**src/rtl/spdt_pkg.sv**
```systemverilog
// ============================================================================
// spdt_pkg
// Shared types and constants for the strict-priority task dispatcher.
// ============================================================================
package spdt_pkg;

    localparam int TAG_W  = 8;
    localparam int PRIO_W = 4;
    localparam int WC_W   = 8;
    localparam int PEND_W = 16;
    localparam logic [PEND_W-1:0] PEND_MAX = '1;

    // register index taken from paddr[2]
    localparam logic REG_WORKER_COUNT = 1'b0;

    typedef enum logic [1:0] {
        CMD_ADD   = 2'd0,
        CMD_SCHED = 2'd1,
        CMD_FETCH = 2'd2,
        CMD_DONE  = 2'd3
    } t_cmd;

    typedef enum logic [1:0] {
        ROUTE_NONE   = 2'd0,
        ROUTE_LOCAL  = 2'd1,
        ROUTE_WORKER = 2'd2
    } t_route;

    typedef enum logic [1:0] {
        ST_OK    = 2'd0,
        ST_FULL  = 2'd1,
        ST_EMPTY = 2'd2,
        ST_SAT   = 2'd3
    } t_status;

    typedef enum logic {
        S_IDLE = 1'b0,
        S_EXEC = 1'b1
    } t_state;

    typedef struct packed {
        logic             found;
        logic [TAG_W-1:0] tag;
        t_route           route;
        t_status          status;
        logic             busy;
    } t_result;

endpackage

```
**src/rtl/spdt_ram.sv**
```systemverilog
// ============================================================================
// spdt_ram
// Single-port-write, single-port-read synchronous RAM, registered read data.
// ============================================================================
module spdt_ram #(
    parameter int WIDTH = 9,
    parameter int DEPTH = 64,
    parameter int AW    = 6
) (
    input  logic             i_clk,
    input  logic             i_we,
    input  logic [AW-1:0]    i_waddr,
    input  logic [WIDTH-1:0] i_wdata,
    input  logic             i_re,
    input  logic [AW-1:0]    i_raddr,
    output logic [WIDTH-1:0] o_rdata
);

    logic [WIDTH-1:0] r_mem [DEPTH];
    logic [WIDTH-1:0] r_rdata;

    always_ff @(posedge i_clk) begin
        if (i_we) begin
            r_mem[i_waddr] <= i_wdata;
        end
    end

    always_ff @(posedge i_clk) begin
        if (i_re) begin
            r_rdata <= r_mem[i_raddr];
        end
    end

    assign o_rdata = r_rdata;

endmodule

```
**src/rtl/spdt_ctrl.sv**
```systemverilog
// ============================================================================
// spdt_ctrl
// Command sequencer: queue pointers, pending count, RAM access and result reg.
// ============================================================================
module spdt_ctrl
    import spdt_pkg::*;
#(
    parameter int NUM_PRIO     = 4,
    parameter int QUEUE_DEPTH  = 16,
    parameter int WORKER_DEPTH = 16,
    localparam int LV_W = (NUM_PRIO > 1) ? $clog2(NUM_PRIO) : 1,
    localparam int QP_W = $clog2(QUEUE_DEPTH),
    localparam int QF_W = $clog2(QUEUE_DEPTH + 1),
    localparam int WP_W = $clog2(WORKER_DEPTH),
    localparam int WF_W = $clog2(WORKER_DEPTH + 1),
    localparam int PA_W = $clog2(NUM_PRIO * QUEUE_DEPTH)
) (
    input  logic              i_clk,
    input  logic              i_rst_n,
    input  logic              i_valid,
    output logic              o_ready,
    input  logic [1:0]        i_cmd,
    input  logic [TAG_W-1:0]  i_task_tag,
    input  logic [PRIO_W-1:0] i_priority_req,
    input  logic              i_heavy,
    output logic              o_valid,
    input  logic              i_ready,
    output t_result           o_res,
    input  logic [WC_W-1:0]   i_worker_count,
    output logic              o_pm_we,
    output logic [PA_W-1:0]   o_pm_waddr,
    output logic [TAG_W:0]    o_pm_wdata,
    output logic              o_pm_re,
    output logic [PA_W-1:0]   o_pm_raddr,
    input  logic [TAG_W:0]    i_pm_rdata,
    output logic              o_wm_we,
    output logic [WP_W-1:0]   o_wm_waddr,
    output logic [TAG_W-1:0]  o_wm_wdata,
    output logic              o_wm_re,
    output logic [WP_W-1:0]   o_wm_raddr,
    input  logic [TAG_W-1:0]  i_wm_rdata
);

    t_state r_state, n_state;

    logic [QP_W-1:0] r_head [NUM_PRIO];
    logic [QP_W-1:0] r_tail [NUM_PRIO];
    logic [QF_W-1:0] r_qfill [NUM_PRIO];
    logic [WP_W-1:0] r_whead, r_wtail, n_whead, n_wtail;
    logic [WF_W-1:0] r_wfill, n_wfill;
    logic [PEND_W-1:0] r_pend, n_pend;

    // transaction latched at accept
    t_cmd              r_cmd;
    logic [TAG_W-1:0]  r_tag;
    logic              r_heavy;
    logic [LV_W-1:0]   r_lvl;
    logic [QP_W-1:0]   r_ptr;
    logic [QF_W-1:0]   r_fill;
    logic [PA_W-1:0]   r_addr;
    logic              r_hit;

    logic    r_out_valid;
    t_result r_res, n_res;

    logic            in_acc, commit;
    t_cmd            cmd_in;
    logic            any_ne;
    logic [LV_W-1:0] enc_lvl, clamp_lvl, sel_lvl;
    logic [QP_W-1:0] sel_ptr;
    logic [QF_W-1:0] sel_fill;
    logic [PA_W-1:0] sel_addr;
    logic            sel_hit;
    logic            q_upd_tail, q_upd_head, w_push, w_pop;
    logic [QP_W-1:0] n_qptr;
    logic [QF_W-1:0] n_qfill;

    assign cmd_in = t_cmd'(i_cmd);
    assign in_acc = i_valid && o_ready;

    // ---------------- accept side: select level and issue RAM read ----------
    always_comb begin
        any_ne  = 1'b0;
        enc_lvl = '0;
        for (int i = NUM_PRIO - 1; i >= 0; i--) begin
            if (r_qfill[i] != '0) begin
                any_ne  = 1'b1;
                enc_lvl = LV_W'(i);
            end
        end
    end

    always_comb begin
        if (int'(i_priority_req) > NUM_PRIO - 1) begin
            clamp_lvl = LV_W'(NUM_PRIO - 1);
        end else begin
            clamp_lvl = LV_W'(i_priority_req);
        end
        sel_lvl  = (cmd_in == CMD_ADD) ? clamp_lvl : enc_lvl;
        sel_ptr  = (cmd_in == CMD_ADD) ? r_tail[sel_lvl] : r_head[sel_lvl];
        sel_fill = r_qfill[sel_lvl];
        sel_addr = PA_W'(int'(sel_lvl) * QUEUE_DEPTH + int'(sel_ptr));
        sel_hit  = (cmd_in == CMD_ADD) ? (sel_fill != QF_W'(QUEUE_DEPTH)) : any_ne;
    end

    assign o_pm_re    = in_acc && (cmd_in == CMD_SCHED) && any_ne;
    assign o_pm_raddr = sel_addr;
    assign o_wm_re    = in_acc && (cmd_in == CMD_FETCH);
    assign o_wm_raddr = r_whead;

    // ---------------- state machine ----------------
    always_comb begin
        n_state = r_state;
        case (r_state)
            S_IDLE: begin
                if (in_acc) begin
                    n_state = S_EXEC;
                end
            end
            S_EXEC: begin
                if (commit) begin
                    n_state = S_IDLE;
                end
            end
            default: n_state = S_IDLE;
        endcase
    end

    always_comb begin
        o_ready = 1'b0;
        commit  = 1'b0;
        case (r_state)
            S_IDLE:  o_ready = 1'b1;
            S_EXEC:  commit  = !r_out_valid || i_ready;
            default: ;
        endcase
    end

    // ---------------- execute: read-modify-write ----------------
    assign n_qptr = (r_ptr == QP_W'(QUEUE_DEPTH - 1)) ? '0 : r_ptr + QP_W'(1);

    always_comb begin
        n_res      = '0;
        n_res.route  = ROUTE_NONE;
        n_res.status = ST_OK;
        n_pend     = r_pend;
        n_qfill    = r_fill;
        q_upd_tail = 1'b0;
        q_upd_head = 1'b0;
        w_push     = 1'b0;
        w_pop      = 1'b0;
        case (r_cmd)
            CMD_ADD: begin
                if (!r_hit) begin
                    n_res.status = ST_FULL;
                end else begin
                    q_upd_tail = 1'b1;
                    n_qfill    = r_fill + QF_W'(1);
                    if (r_pend == PEND_MAX) begin
                        n_res.status = ST_SAT;
                    end else begin
                        n_pend = r_pend + PEND_W'(1);
                    end
                end
            end
            CMD_SCHED: begin
                if (!r_hit) begin
                    n_res.status = ST_EMPTY;
                end else begin
                    q_upd_head  = 1'b1;
                    n_qfill     = r_fill - QF_W'(1);
                    n_res.found = 1'b1;
                    n_res.tag   = i_pm_rdata[TAG_W-1:0];
                    if (!i_pm_rdata[TAG_W] || (i_worker_count == '0)) begin
                        n_res.route = ROUTE_LOCAL;
                    end else if (r_wfill == WF_W'(WORKER_DEPTH)) begin
                        n_res.status = ST_FULL;
                    end else begin
                        w_push      = 1'b1;
                        n_res.route = ROUTE_WORKER;
                    end
                end
            end
            CMD_FETCH: begin
                if (r_wfill == '0) begin
                    n_res.status = ST_EMPTY;
                end else begin
                    w_pop       = 1'b1;
                    n_res.found = 1'b1;
                    n_res.tag   = i_wm_rdata;
                end
            end
            CMD_DONE: begin
                if (r_pend == '0) begin
                    n_res.status = ST_SAT;
                end else begin
                    n_pend = r_pend - PEND_W'(1);
                end
            end
            default: ;
        endcase
        n_res.busy = (n_pend != '0);
    end

    always_comb begin
        n_whead = r_whead;
        n_wtail = r_wtail;
        n_wfill = r_wfill;
        if (w_push) begin
            n_wtail = (r_wtail == WP_W'(WORKER_DEPTH - 1)) ? '0 : r_wtail + WP_W'(1);
            n_wfill = r_wfill + WF_W'(1);
        end
        if (w_pop) begin
            n_whead = (r_whead == WP_W'(WORKER_DEPTH - 1)) ? '0 : r_whead + WP_W'(1);
            n_wfill = r_wfill - WF_W'(1);
        end
    end

    assign o_pm_we    = commit && q_upd_tail;
    assign o_pm_waddr = r_addr;
    assign o_pm_wdata = {r_heavy, r_tag};
    assign o_wm_we    = commit && w_push;
    assign o_wm_waddr = r_wtail;
    assign o_wm_wdata = i_pm_rdata[TAG_W-1:0];

    // ---------------- registers ----------------
    always_ff @(posedge i_clk) begin
        if (!i_rst_n) begin
            r_state     <= S_IDLE;
            r_whead     <= '0;
            r_wtail     <= '0;
            r_wfill     <= '0;
            r_pend      <= '0;
            r_out_valid <= 1'b0;
            for (int i = 0; i < NUM_PRIO; i++) begin
                r_head[i]  <= '0;
                r_tail[i]  <= '0;
                r_qfill[i] <= '0;
            end
        end else begin
            r_state <= n_state;
            if (commit) begin
                r_whead     <= n_whead;
                r_wtail     <= n_wtail;
                r_wfill     <= n_wfill;
                r_pend      <= n_pend;
                r_out_valid <= 1'b1;
                if (q_upd_tail) begin
                    r_tail[r_lvl]  <= n_qptr;
                    r_qfill[r_lvl] <= n_qfill;
                end
                if (q_upd_head) begin
                    r_head[r_lvl]  <= n_qptr;
                    r_qfill[r_lvl] <= n_qfill;
                end
            end else if (i_ready) begin
                r_out_valid <= 1'b0;
            end
        end
    end

    always_ff @(posedge i_clk) begin
        if (in_acc) begin
            r_cmd   <= cmd_in;
            r_tag   <= i_task_tag;
            r_heavy <= i_heavy;
            r_lvl   <= sel_lvl;
            r_ptr   <= sel_ptr;
            r_fill  <= sel_fill;
            r_addr  <= sel_addr;
            r_hit   <= sel_hit;
        end
        if (commit) begin
            r_res <= n_res;
        end
    end

    assign o_valid = r_out_valid;
    assign o_res   = r_res;

    // ---------------- assertions ----------------
    a_wfill_bound: assert property (@(posedge i_clk) disable iff (!i_rst_n)
        r_wfill <= WF_W'(WORKER_DEPTH))
        else $error("worker fill above depth");

    a_result_from_exec: assert property (@(posedge i_clk) disable iff (!i_rst_n)
        $rose(r_out_valid) |-> $past(r_state == S_EXEC))
        else $error("result without execute cycle");

    a_push_counts: assert property (@(posedge i_clk) disable iff (!i_rst_n)
        (commit && w_push) |=> (r_wfill == $past(r_wfill) + WF_W'(1)))
        else $error("worker push not counted");

    a_busy_tracks: assert property (@(posedge i_clk) disable iff (!i_rst_n)
        r_out_valid |-> (r_res.busy == (r_pend != '0)))
        else $error("busy flag out of step with pending count");

    a_route_found: assert property (@(posedge i_clk) disable iff (!i_rst_n)
        (r_out_valid && (r_res.route != ROUTE_NONE)) |-> r_res.found)
        else $error("dispatch without a tag");

endmodule

```
**src/rtl/strict_priority_task_dispatcher.sv**
```systemverilog
// ============================================================================
// strict_priority_task_dispatcher
// Per-priority tag FIFOs plus a worker FIFO, held in synchronous RAMs.
// ============================================================================
//
//  channel   | direction | handshake          | payload
//  ----------+-----------+--------------------+---------------------------------
//  command   | in        | i_valid / o_ready  | i_cmd i_task_tag i_priority_req
//            |           |                    | i_heavy
//  result    | out       | o_valid / i_ready  | o_found o_out_tag o_route
//            |           |                    | o_status o_busy_res
//  config    | in        | psel/penable/pready| paddr pwdata pwrite -> prdata
//
//  The accept in S_IDLE issues the RAM read (queue head or worker head) and
//  S_EXEC, using the registered RAM read data, writes back pointers, RAM and
//  the result register. A new transaction is taken while the previous
//  result waits in the output register; execution holds if that register
//  is still occupied.
//  Reset is synchronous, active low, and clears pointers, fill counts,
//  the pending count and worker_count; the RAMs need no clearing pass.
//
module strict_priority_task_dispatcher
    import spdt_pkg::*;
#(
    parameter int NUM_PRIO     = 4,
    parameter int QUEUE_DEPTH  = 16,
    parameter int WORKER_DEPTH = 16
) (
    input  logic              i_clk,
    input  logic              i_rst_n,
    // command transaction
    input  logic              i_valid,
    output logic              o_ready,
    input  logic [1:0]        i_cmd,
    input  logic [TAG_W-1:0]  i_task_tag,
    input  logic [PRIO_W-1:0] i_priority_req,
    input  logic              i_heavy,
    // result transaction
    output logic              o_valid,
    input  logic              i_ready,
    output logic              o_found,
    output logic [TAG_W-1:0]  o_out_tag,
    output logic [1:0]        o_route,
    output logic [1:0]        o_status,
    output logic              o_busy_res,
    // APB-style register port
    input  logic              psel,
    input  logic              penable,
    input  logic              pwrite,
    input  logic [2:0]        paddr,
    input  logic [31:0]       pwdata,
    output logic [31:0]       prdata,
    output logic              pready
);

    localparam int WP_W = $clog2(WORKER_DEPTH);
    localparam int PA_W = $clog2(NUM_PRIO * QUEUE_DEPTH);

    // worker_count register; paddr[2] selects the register word
    logic [WC_W-1:0] r_worker_count;

    always_ff @(posedge i_clk) begin
        if (!i_rst_n) begin
            r_worker_count <= '0;
        end else if (psel && penable && pwrite && pready
                     && (paddr[2] == REG_WORKER_COUNT)) begin
            r_worker_count <= pwdata[WC_W-1:0];
        end
    end

    assign pready = 1'b1;
    assign prdata = (paddr[2] == REG_WORKER_COUNT) ? {{(32 - WC_W){1'b0}}, r_worker_count}
                                                    : '0;

    // RAM connections
    logic              pm_we, pm_re;
    logic [PA_W-1:0]   pm_waddr, pm_raddr;
    logic [TAG_W:0]    pm_wdata, pm_rdata;
    logic              wm_we, wm_re;
    logic [WP_W-1:0]   wm_waddr, wm_raddr;
    logic [TAG_W-1:0]  wm_wdata, wm_rdata;
    t_result           res;

    // {heavy, tag} entries, one region of QUEUE_DEPTH per level
    spdt_ram #(
        .WIDTH (TAG_W + 1),
        .DEPTH (NUM_PRIO * QUEUE_DEPTH),
        .AW    (PA_W)
    ) u_prio_ram (
        .i_clk   (i_clk),
        .i_we    (pm_we),
        .i_waddr (pm_waddr),
        .i_wdata (pm_wdata),
        .i_re    (pm_re),
        .i_raddr (pm_raddr),
        .o_rdata (pm_rdata)
    );

    // tags handed to workers
    spdt_ram #(
        .WIDTH (TAG_W),
        .DEPTH (WORKER_DEPTH),
        .AW    (WP_W)
    ) u_work_ram (
        .i_clk   (i_clk),
        .i_we    (wm_we),
        .i_waddr (wm_waddr),
        .i_wdata (wm_wdata),
        .i_re    (wm_re),
        .i_raddr (wm_raddr),
        .o_rdata (wm_rdata)
    );

    spdt_ctrl #(
        .NUM_PRIO     (NUM_PRIO),
        .QUEUE_DEPTH  (QUEUE_DEPTH),
        .WORKER_DEPTH (WORKER_DEPTH)
    ) u_ctrl (
        .i_clk          (i_clk),
        .i_rst_n        (i_rst_n),
        .i_valid        (i_valid),
        .o_ready        (o_ready),
        .i_cmd          (i_cmd),
        .i_task_tag     (i_task_tag),
        .i_priority_req (i_priority_req),
        .i_heavy        (i_heavy),
        .o_valid        (o_valid),
        .i_ready        (i_ready),
        .o_res          (res),
        .i_worker_count (r_worker_count),
        .o_pm_we        (pm_we),
        .o_pm_waddr     (pm_waddr),
        .o_pm_wdata     (pm_wdata),
        .o_pm_re        (pm_re),
        .o_pm_raddr     (pm_raddr),
        .i_pm_rdata     (pm_rdata),
        .o_wm_we        (wm_we),
        .o_wm_waddr     (wm_waddr),
        .o_wm_wdata     (wm_wdata),
        .o_wm_re        (wm_re),
        .o_wm_raddr     (wm_raddr),
        .i_wm_rdata     (wm_rdata)
    );

    // result fields
    assign o_found    = res.found;
    assign o_out_tag  = res.tag;
    assign o_route    = res.route;
    assign o_status   = res.status;
    assign o_busy_res = res.busy;

endmodule

```
**config.mk**
```make
export PLATFORM = sky130hd
export DESIGN_NAME = strict_priority_task_dispatcher
export DESIGN_NICKNAME = d
export VERILOG_FILES = /design/src/rtl/spdt_pkg.sv /design/src/rtl/spdt_ram.sv /design/src/rtl/spdt_ctrl.sv /design/src/rtl/strict_priority_task_dispatcher.sv
export SDC_FILE = /design/constraint.sdc
export NUM_CORES = 1
export LEC_CHECK = 0
export BUFFER_PORTS_ARGS = -buffer_cell sky130_fd_sc_hd__buf_2
export CELL_PAD_IN_SITES_DETAIL_PLACEMENT = 1
export CELL_PAD_IN_SITES_GLOBAL_PLACEMENT = 1
export CORE_ASPECT_RATIO = 1.5
export CORE_MARGIN = 4
export CORE_UTILIZATION = 34
export DETAILED_ROUTE_END_ITERATION = 7
export HOLD_SLACK_MARGIN = 0.06
export PLACE_DENSITY_LB_ADDON = 0.1
export SYNTH_ARGS = -nofsm -noshare
export SYNTH_HDL_FRONTEND = slang
export SYNTH_SLANG_ARGS = --single-unit
```
**constraint.sdc**
```tcl
create_clock -name i_clk -period 10.4 [get_ports i_clk]
set_clock_uncertainty 0.2 [all_clocks]
set_input_delay 0 -clock i_clk [delete_from_list [all_inputs] [get_ports i_clk]]
set_output_delay 0 -clock i_clk [all_outputs]
set_load 0.02 [all_outputs]
```
==> results of run 1 <==
## worst max-delay path, delay by kind of cell
family,cells,cell delay (ns)
multiplexers,3,1.16
AO/OA/AOI/OAI,2,0.48
AND/OR/NAND/NOR,6,1.61
buffers and inverters,6,2.48
## cell usage in the layout, fill, tap and decap left out, types with 26 or more instances in the layout
| master | netlist | routed |
|---|---|---|
| nand2_1 | 182 | 181 |
| a22oi_1 | 30 | 30 |
| a21oi_1 | 124 | 124 |
| edfxtp_1 | 810 | 810 |
| clkbuf_16 | 0 | 89 |
| dlygate4sd3_1 | 0 | 63 |
| mux2i_1 | 307 | 307 |
| dfxtp_1 | 39 | 38 |
| nor2_1 | 180 | 180 |
| buf_2 | 31 | 54 |
| a222oi_1 | 55 | 55 |
| buf_4 | 37 | 28 |
| inv_1 | 36 | 36 |
| nand3_1 | 40 | 40 |
| nand4_1 | 26 | 26 |
| mux4_2 | 41 | 41 |
## routing by layer
metal / routed length [um] / vias up
li1: - / 9070
met1: 37240 / 10123
met2: 50770 / 387
met3: 3433 / 132
met4: 3410 / 0
met5: 0 / -
## through the flow
| stage | hold slack (ns) | setup WS (ns) |
|---|---|---|
| floorplan | -0.1219 | 6.786 |
| CTS | 0.1366 | 4.761 |
| global placement | -0.01966 | 4.811 |
| detailed placement | -0.01981 | 4.785 |
| global route | 0.1763 | 4.556 |
| finish | 0.1776 | 4.733 |
## flip-flops by register name, indices dropped and copies added (netlist names)
signal and count:
u_ctrl.r_head 16, u_ctrl.o_res 14, u_ctrl.o_pm_waddr 4, u_ctrl.o_valid 1, u_ctrl.r_tail 16, u_ctrl.r_fill 5
u_ctrl.r_cmd 2, u_ctrl.r_lvl 2, u_work_ram.o_rdata 8, u_prio_ram.r_mem 576, u_ctrl.r_hit 1, u_ctrl.r_state 1
u_ctrl.r_qfill 20, u_ctrl.o_wm_waddr 4, u_ctrl.r_heavy 1, r_worker_count 8, u_work_ram.r_mem 128, u_ctrl.r_pend 16
u_prio_ram.o_rdata 9, u_ctrl.o_wm_raddr 4, u_ctrl.r_wfill 5, u_ctrl.r_tag 8
## logic make-up (layout without fill, tap and decap cells)
family                   Yosys count  in the layout  synth area share
flip-flops                       849            849            0.7118
other                              2             26         0.0002129
XOR/XNOR                          17             17          0.004221
buffers and inverters            198            344           0.02820
multiplexers                     358            358            0.1166
AND/OR/NAND/NOR                  557            557           0.07329
adder cells (fa/ha/maj)           19             19          0.006953
AO/OA/AOI/OAI                    303            303           0.05878
## layout make-up
type                       instances  area (sq um)
clock inverter                    53         536.8
clock buffer                     103          2320
fill                           10229         62550
antenna                            1         2.502
tap                             1387          1735
sequential                       849         25110
timing repair buffer             147          1151
inverter                          41         156.4
multi-input combinational       1279          9321
## power by group
group / total (mW) / internal (mW) / switching, mW
Clock: 3.16 / 1.84 / 1.32
Sequential: 3.82 / 3.78 / 0.0333
Combinational: 0.673 / 0.214 / 0.459
## worst max path at each step
stage / endpoint / slack [ns] / from
final: u_prio_ram.o_rdata[7] / 4.73 / i_priority_req[1]
after global placement: u_prio_ram.o_rdata[4] / 4.81 / u_ctrl.r_qfill[2][0]
after floorplan: u_prio_ram.o_rdata[2] / 6.79 / u_ctrl.r_qfill[3][0]
after detailed placement: u_prio_ram.o_rdata[4] / 4.79 / u_ctrl.r_qfill[2][0]
after global routing: u_prio_ram.o_rdata[4] / 4.56 / u_ctrl.r_qfill[2][0]
after CTS: u_prio_ram.o_rdata[0] / 4.76 / u_ctrl.r_qfill[2][0]
==> impl_metrics.toml, run 1 <==
[timing]
fin_setup_tns_ns = 0
tightest_slew_ns = 1.207
grt_setup_unrepaired = "false"
setup_viol = 0
period_share = 0.5449
timing.fmax_mhz = 176.5
period_minus_slack_ns = 5.667
drv_slew = 0
final-hold-violation-count = 0
timing.slew.headroom = 0.1887

[logic_synthesis]
ys.flop_type = "edfxtp_1"
netlist_area_sq_um = 35270
synth-edff-count = 810
yosysMostFrequentCell = "edfxtp_1"
synth-seq-cells = 849
yosys_warnings = 0
ys_seq_area_frac = 0.7118
synth_cell_types = 83
ys_async_sr_fraction = 0
synth_top_area_frac = 0.6896
synth_top_cells_by_count = "810 x edfxtp_1, 307 x mux2i_1, 182 x nand2_1"
synth_area_leaders = "edfxtp_1 69%, mux2i_1 8.7%, mux4_2 2.6%"
post-synth-top-area-cell = "edfxtp_1"
syn_inst = 2303
avgSynthCellArea_sq_um = 15.31

[drt]
post_drt_wl_per_cell_um = 24.57
first_pass_iters = 6
antenna_left = 0
viasPerCell = 5.107
vias = 19712
drc = 0
first_iter_violations = 1530
wirelength_mm = 94.85

[cells_and_area]
utilization = 0.3920
stdcell_area_sq_um = 40330
area_delta_synth_final_pct = 14.34
drive_gt1_frac = 0.1185
fin_cells = 3860
nets = 2480

[clocking]
numCtsBuffers = 86
clock_latency_ns = 0.66
clkTransAtPathRegs_ns = 0.06
post_cts_resize_count = 0
postCtsSetupRepairBufs = 0
cts_sinks = 849
htree_levels = 3
clockBufferDepth = 3
cts_root_buffer = "clkbuf_16"
cts_tree = "done"
hold_buffers = 63

[floorplan]
initial_core_util = 0.3428
die_y_um = 402.5
die_x_um = 271.0
placeableCoreArea_sq_um = 102900
pin_count = 106
dieArea_sq_um = 109100
row_count = 144

[run]
max_cap_viol_count = 0

[worst_setup_path]
critPathRequiredTime_ns = 10.60
critPathMaxFanout = 37
r2r_end = "u_prio_ram.o_rdata[7]"
start_kind = "input pin"
timing.rr.start = "u_ctrl.r_qfill[2][0]"
crit_chain = "dlygate4sd3_1 -> buf_2 -> nor3_1 -> dlygate4sd3_1 -> nand2b_1 -> o31a_4 -> inv_4 -> mux2i_1 -> mux2i_1 -> nand3_1 -> nand2_2 -> buf_4 -> buf_4 -> a22oi_1 -> nand3_1 -> nand4_1 -> mux2_2"
path_class = "in2reg"
reg2reg_slack_ns = 4.77
crit_slowest_cell = "dlygate4sd3_1"
endpoint_kind = "register"
arrival_ns = 5.87
r2r.worst_path.cells = 14
critPathMaxStageDelay_ns = 0.67

[placement]
port_buffers = 54
gp_congestion = 0.7599
place_area_sq_um = 36840
dpl.cell_count = 3640
place_hpwl_mm = 60.30

[grt]
use_met1 = 0.1982
grt_first_pass_wirelength_mm = 140.8
grt_use_met2 = 0.3217
met3_usage = 0.02380
grt-ovfl-total = 0
grt_pass1_vias = 21574
antenna_found_initial = 0
grt-busiest-layer = "met2"
grt_max_degree = 133
track_usage = 0.1722

[hold_path]
holdPathStages = 3
holdPathEnd = "u_ctrl.r_pend[5]"
hp-start = "i_rst_n"
hp-class = "in2reg"

[power]
p_leak_nw = 14.08
p_per_area_nw_per_um2 = 189.6
irDropWorstVdd_v = 0.00009877
p_total_mw = 7.646

[run_status]
outcome = "finished, final reports clean"
Power figures use the tool's default switching activity.
==> run 2: changes to the inputs <==
--- a/config.mk
+++ b/config.mk
@@ -5,6 +5,7 @@
 export SDC_FILE = /design/constraint.sdc
 export NUM_CORES = 1
 export LEC_CHECK = 0
+export ABC_AREA = 1
 export BUFFER_PORTS_ARGS = -buffer_cell sky130_fd_sc_hd__buf_2
 export CELL_PAD_IN_SITES_DETAIL_PLACEMENT = 1
 export CELL_PAD_IN_SITES_GLOBAL_PLACEMENT = 1
==> constraint.sdc (replaced) <==
create_clock -name i_clk -period 4.7 [get_ports i_clk]
set_clock_uncertainty 0.2 [all_clocks]
set_input_delay 0 -clock i_clk [delete_from_list [all_inputs] [get_ports i_clk]]
set_output_delay 0 -clock i_clk [all_outputs]
set_load 0.02 [all_outputs]
==> run 2 against run 1 <==
Cell count rose by 34%. Clock power rose by 130%. Largest cell class unchanged. Critical path type is now reg2reg. First-iteration DRC count fell by 2.5%.
==> impl_metrics.toml, run 2 <==
[run_status]
outcome = "finished, final reports clean"

[timing]
tightest_slew_ns = 1.316
drv_slew = 0
timing.slew.headroom = 0.1228
hold_ws_ns = 0.1330
period_share = 0.8766
timing.fmax_mhz = 242.7
fin_setup_tns_ns = 0
setup_viol = 0
period_minus_slack_ns = 4.120
grt_setup_unrepaired = "false"
final-hold-violation-count = 0

[cells_and_area]
drive_gt1_frac = 0.08681
regMostFlops = "u_prio_ram.r_mem"
fin_cells = 5188
area_delta_synth_final_pct = 15.03
nets = 3748
layout_commonest_cell = "edfxtp_1"
largestRegisters = "u_prio_ram.r_mem x576, u_work_ram.r_mem x128, u_ctrl.r_qfill x20"
final_cell_mix = "810 x edfxtp_1, 606 x nand3_1, 575 x nand2_1"
n_antenna_cell = 0
utilization = 0.3938
largest_reg_flops = 576
stdcell_area_sq_um = 43830

[floorplan]
placeableCoreArea_sq_um = 111300
row_count = 150
initial_core_util = 0.3424
die_x_um = 281.3
pin_count = 106
die_y_um = 418.0
dieArea_sq_um = 117600

[clocking]
clock_latency_ns = 0.67
numCtsBuffers = 92
cts_root_buffer = "clkbuf_16"
post_cts_resize_count = 0
htree_levels = 3
clockBufferDepth = 3
clkTransAtPathRegs_ns = 0.06
cts_sinks = 849
cts_tree = "done"

[logic_synthesis]
synth_fa_ha_area_frac = 0.006436
yosys_warnings = 0
synthSimpleGateAreaFrac = 0.2166
synth_cell_types = 45
post-synth-top-area-cell = "edfxtp_1"
ys.flop_type = "edfxtp_1"
avgSynthCellArea_sq_um = 10.74
ys_seq_area_frac = 0.6588
synth_top_area_frac = 0.6383
synth_area_leaders = "edfxtp_1 64%, nand3_1 8.0%, nand2_1 5.7%"
netlist_area_sq_um = 38100
synth-compound-area-share = 0.04147
syn_inst = 3548
synth-seq-cells = 849
yosysMostFrequentCell = "edfxtp_1"
synth_xor_area_frac = 0.001379
synth_mux_area_frac = 0.003415
ys_async_sr_fraction = 0
synth_top_family_by_area = "simple AND/OR/NAND/NOR gates"
synth-edff-count = 810
synth_top_cells_by_count = "810 x edfxtp_1, 608 x nand3_1, 575 x nand2_1"

[drt]
antenna_left = 0
first_pass_iters = 5
post_drt_wl_per_cell_um = 22.61
first_iter_violations = 1491
viasPerCell = 5.091
drc = 0
vias = 26414
wirelength_mm = 117.3

[placement]
dpl.cell_count = 4960
gp_congestion = 0.8481
port_buffers = 54
place_hpwl_mm = 73.90
place_area_sq_um = 40190

[worst_setup_path]
crit_slowest_cell = "buf_4"
path_class = "reg2reg"
critPathRequiredTime_ns = 4.92
start_kind = "register"
path_delay_family = "simple AND/OR/NAND/NOR gates"
crit_chain = "or2_1 -> nor2_2 -> nand2_1 -> nand2_1 -> nand2_2 -> nand2_4 -> inv_2 -> nand2_1 -> nand3_1 -> nand2_1 -> inv_2 -> o21ai_4 -> buf_4 -> nand3_1 -> nand3_1 -> nand3_1 -> nand3_1 -> nand2_1"
path_buf_inv = 3
endpoint_kind = "register"
arrival_ns = 4.34
critPathMaxFanout = 45
critPathMaxStageDelay_ns = 0.54

[power]
p_per_area_nw_per_um2 = 406.4
p_leak_nw = 16.30
irDropWorstVdd_v = 0.0002313

[grt]
grt-ovfl-total = 0
track_usage = 0.1991
grt_pass1_vias = 28594
antenna_found_initial = 0
grt_first_pass_wirelength_mm = 177.5
grt_max_degree = 126

[run]
max_cap_viol_count = 0

[hold_path]
hp-class = "in2reg"
run 2: cell types whose count changed in the layout (fill, tap and decap cells not counted), sizes merged, moves of 77 or more:
cell | before | now
nor2 | 180 | 287
nand3 | 40 | 608
o21ai | 30 | 140
buf | 84 | 161
nand2 | 183 | 579
mux2i | 308 | 13
inv | 41 | 427
nand3b | 7 | 217
run 2: layout make-up:
class	count	area, sq um
clock buffers	106	2440
clock inverters	60	584.3
fillers	12114	67460
inverters	429	1615
multi-input cells	2077	10410
flip-flops and latches	849	25110
well taps	1444	1807
repair buffers	223	1869
run 2: kinds of logic (layout without fill, tap and decap cells):
group	count (synthesis)	count (layout)
AO/OA/AOI/OAI	269	269
XOR/XNOR	6	6
adder cells (fa/ha/maj)	19	19
buffers and inverters	645	818
flip-flops	849	849
multiplexers	13	13
other	2	25
AND/OR/NAND/NOR	1745	1745
run 2: through the flow:
step | total power [mW] | worst slack, ns
floorplan | 9.843 | 1.906
global placement | 10.57 | 0.5816
detailed placement | 10.62 | 0.5851
CTS | 18.07 | 0.5742
global route | 18.57 | 0.3789
finish | 17.81 | 0.5801
run 2: final timing paths:
| kind | from | to | slack (ns) | depth (start not counted) |
|---|---|---|---|---|
| worst max-delay path | u_ctrl.r_qfill[1][1] | u_prio_ram.o_rdata[6] | 0.58 | 18 |
| worst min register to register | u_ctrl.r_tag[5] | u_prio_ram.r_mem[23][5] | 0.27 | 0 |
| worst max register to register | u_ctrl.r_qfill[1][1] | u_prio_ram.o_rdata[6] | 0.58 | 18 |
| worst min-delay path | i_cmd[0] | u_work_ram.o_rdata[1] | 0.13 | 3 |
run 2: worst reg2reg max path, cell delays in order, from the launching register on:
cell and delay, ns:
edfxtp_1 0.38, or2_1 0.25, nor2_2 0.19, nand2_1 0.08, nand2_1 0.08, nand2_2 0.14, nand2_4 0.30, inv_2 0.26
nand2_1 0.12, nand3_1 0.07, nand2_1 0.09, inv_2 0.05, o21ai_4 0.16, buf_4 0.54, nand3_1 0.41, nand3_1 0.24
nand3_1 0.09, nand3_1 0.13, nand2_1 0.09
run 2: report_power, final:
part / switching, mW / total [mW] / internal, mW / leakage [nW]
logic: 1.48 / 2.03 / 0.552 / 7.14
clock network: 3.08 / 7.35 / 4.27 / 1.47
registers: 0.0711 / 8.44 / 8.37 / 7.69
total: 4.63 / 17.8 / 13.2 / 16.3
run 2: what timing repair did:
action	4_1_cts	5_1_grt
hold buffers	62	0
setup buffers	0	0
endpoints found under the hold margin	168	0
run 2: layer usage:
layer	wire, um	track usage	part of all wire
met5	0	0	0
met4	4750	0.08534	0.040
met3	3189	0.02249	0.027
met2	63570	0.3770	0.54
met1	45790	0.2242	0.39
==> run 3: changes to the inputs <==
--- a/config.mk
+++ b/config.mk
@@ -15,6 +15,7 @@
 export DETAILED_ROUTE_END_ITERATION = 7
 export HOLD_SLACK_MARGIN = 0.06
 export PLACE_DENSITY_LB_ADDON = 0.1
+export REMOVE_ABC_BUFFERS = 1
 export SYNTH_ARGS = -nofsm -noshare
 export SYNTH_HDL_FRONTEND = slang
 export SYNTH_SLANG_ARGS = --single-unit
==> run 3 against run 2 <==
Die area unchanged. First-iteration DRC count increased by 6.2%. Routed wire length decreased by 0.76%. Sequential power about the same. Cell area decreased by 0.65%. Sequential share of layout area increased by 0.37 points. Setup slack got worse by 0.14 ns. Total power decreased by 2.8%. Combinational power about the same. Non-clock buffer count decreased by 6. Critical path depth increased by 1. Largest cell class unchanged.
==> impl_metrics.toml, run 3 (synthesized netlist as in run 2, its figures left out) <==
[run_status]
outcome = "finished, final reports clean"

[floorplan]
dieArea_sq_um = 117600
die_y_um = 418.0
die_x_um = 281.3
row_count = 150
initial_core_util = 0.3424
pin_count = 106
placeableCoreArea_sq_um = 111300

[clocking]
cts_sinks = 849
post_cts_resize_count = 0
clockBufferDepth = 3
cts_tree = "done"
cts_root_buffer = "clkbuf_16"
numCtsBuffers = 87
postCtsSetupRepairBufs = 0
clock_latency_ns = 0.67
hold_buffers = 62
htree_levels = 3
clkTransAtPathRegs_ns = 0.06

[placement]
port_buffers = 54
place_area_sq_um = 40180
gp_congestion = 0.8201
place_hpwl_mm = 73.23

[cells_and_area]
utilization = 0.3913
largest_reg_flops = 576
stdcell_area_sq_um = 43550
drive_gt1_frac = 0.08146
largestRegisters = "u_prio_ram.r_mem x576, u_work_ram.r_mem x128, u_ctrl.r_qfill x20"
regMostFlops = "u_prio_ram.r_mem"
nFillCells = 12073
n_antenna_cell = 0
nets = 3737
area_delta_synth_final_pct = 14.28
layout_commonest_cell = "edfxtp_1"
final_cell_mix = "810 x edfxtp_1, 606 x nand3_1, 575 x nand2_1"

[timing]
drv_slew = 0
timing.slew.headroom = 0.2076
final-hold-violation-count = 0
period_share = 0.9054
grt_setup_unrepaired = "false"
period_minus_slack_ns = 4.256
timing.fmax_mhz = 235.0
hold_ws_ns = 0.1889
setup_viol = 0
tightest_slew_ns = 1.189

[grt]
grt_first_pass_wirelength_mm = 175.1
antenna_found_initial = 0
grt_pass1_vias = 28249
track_usage = 0.1970
grt-ovfl-total = 0
grt_max_degree = 136

[drt]
first_pass_iters = 7
top_layer = "met4"
antenna_left = 0
route.met3.wl_mm = 3.490
post_drt_wl_per_cell_um = 22.49
first_iter_violations = 1583
wirelength_mm = 116.4
drc = 0
viasPerCell = 5.100
vias = 26396
wl_met2_mm = 63.26
wl_met1_mm = 45.04

[worst_setup_path]
start_kind = "register"
critPathRequiredTime_ns = 4.90
endpoint_kind = "register"
arrival_ns = 4.45
critPathMaxFanout = 28
path_class = "reg2reg"

[run]
max_cap_viol_count = 0

[power]
irDropWorstVdd_v = 0.0002637
p_per_area_nw_per_um2 = 397.6
p_total_mw = 17.32
p_leak_nw = 16.14

[hold_path]
hp-class = "in2out"
-- run 3: metal layers --
layer	track usage	vias up
met2	0.3777	435
met3	0.02071	200
met5	0	-
met4	0.08123	0
li1	-	12436
met1	0.2202	13325
-- run 3: final timing paths --
| check | start | to | slack [ns] | cells past startpoint |
|---|---|---|---|---|
| setup reg to reg | u_ctrl.r_qfill[1][1] | u_prio_ram.o_rdata[2] | 0.44 | 19 |
| hold reg to reg | u_ctrl.o_wm_waddr[2] | u_ctrl.o_wm_waddr[2] | 0.34 | 2 |
| hold / removal | paddr[2] | prdata[7] | 0.19 | 3 |
| setup / recovery | u_ctrl.r_qfill[1][1] | u_prio_ram.o_rdata[2] | 0.44 | 19 |
-- run 3: per-stage QoR --
step	setup slack (ns)	setup TNS (ns)	instances
after floorplan	-7.387	-73.25	3355
after global placement	0.4523	0	4954
after detailed placement	0.4542	0	4954
after CTS	0.4455	0	5176
after global routing	0.2503	0	5176
final	0.4444	0	5176
-- run 3: where the power goes --
group | internal (mW) | leakage, nW | switching, mW
Clock | 3.86 | 1.34 | 2.98
Combinational | 0.569 | 7.12 | 1.47
Sequential | 8.36 | 7.69 | 0.0707
Total | 12.8 | 16.1 | 4.52
-- run 3: area by class of cell --
| class | instances | area (sq um) | area share |
|---|---|---|---|
| clock buffers | 109 | 2345 | 0.05384 |
| clock inverters | 51 | 402.9 | 0.009252 |
| inverters | 429 | 1615 | 0.03709 |
| multi-input cells | 2077 | 10420 | 0.2393 |
| flip-flops and latches | 849 | 25110 | 0.5765 |
| well taps | 1444 | 1807 | 0.04149 |
| repair buffers | 217 | 1849 | 0.04247 |
-- run 3: worst max-delay path: stages (launching register included) --
cell      delay [ns]
edfxtp_1        0.38
or2_1           0.25
nor2_2          0.25
nand2_1         0.09
nand2_1         0.08
nand2_2         0.15
nand2_4         0.30
buf_4           0.40
nand2_1         0.09
nand3_1         0.10
nand2_1         0.07
inv_2           0.06
o21ai_4         0.09
inv_2           0.27
buf_12          0.23
nand3_1         0.18
nand3_1         0.16
nand3_1         0.19
nand3_1         0.26
nand2_1         0.12
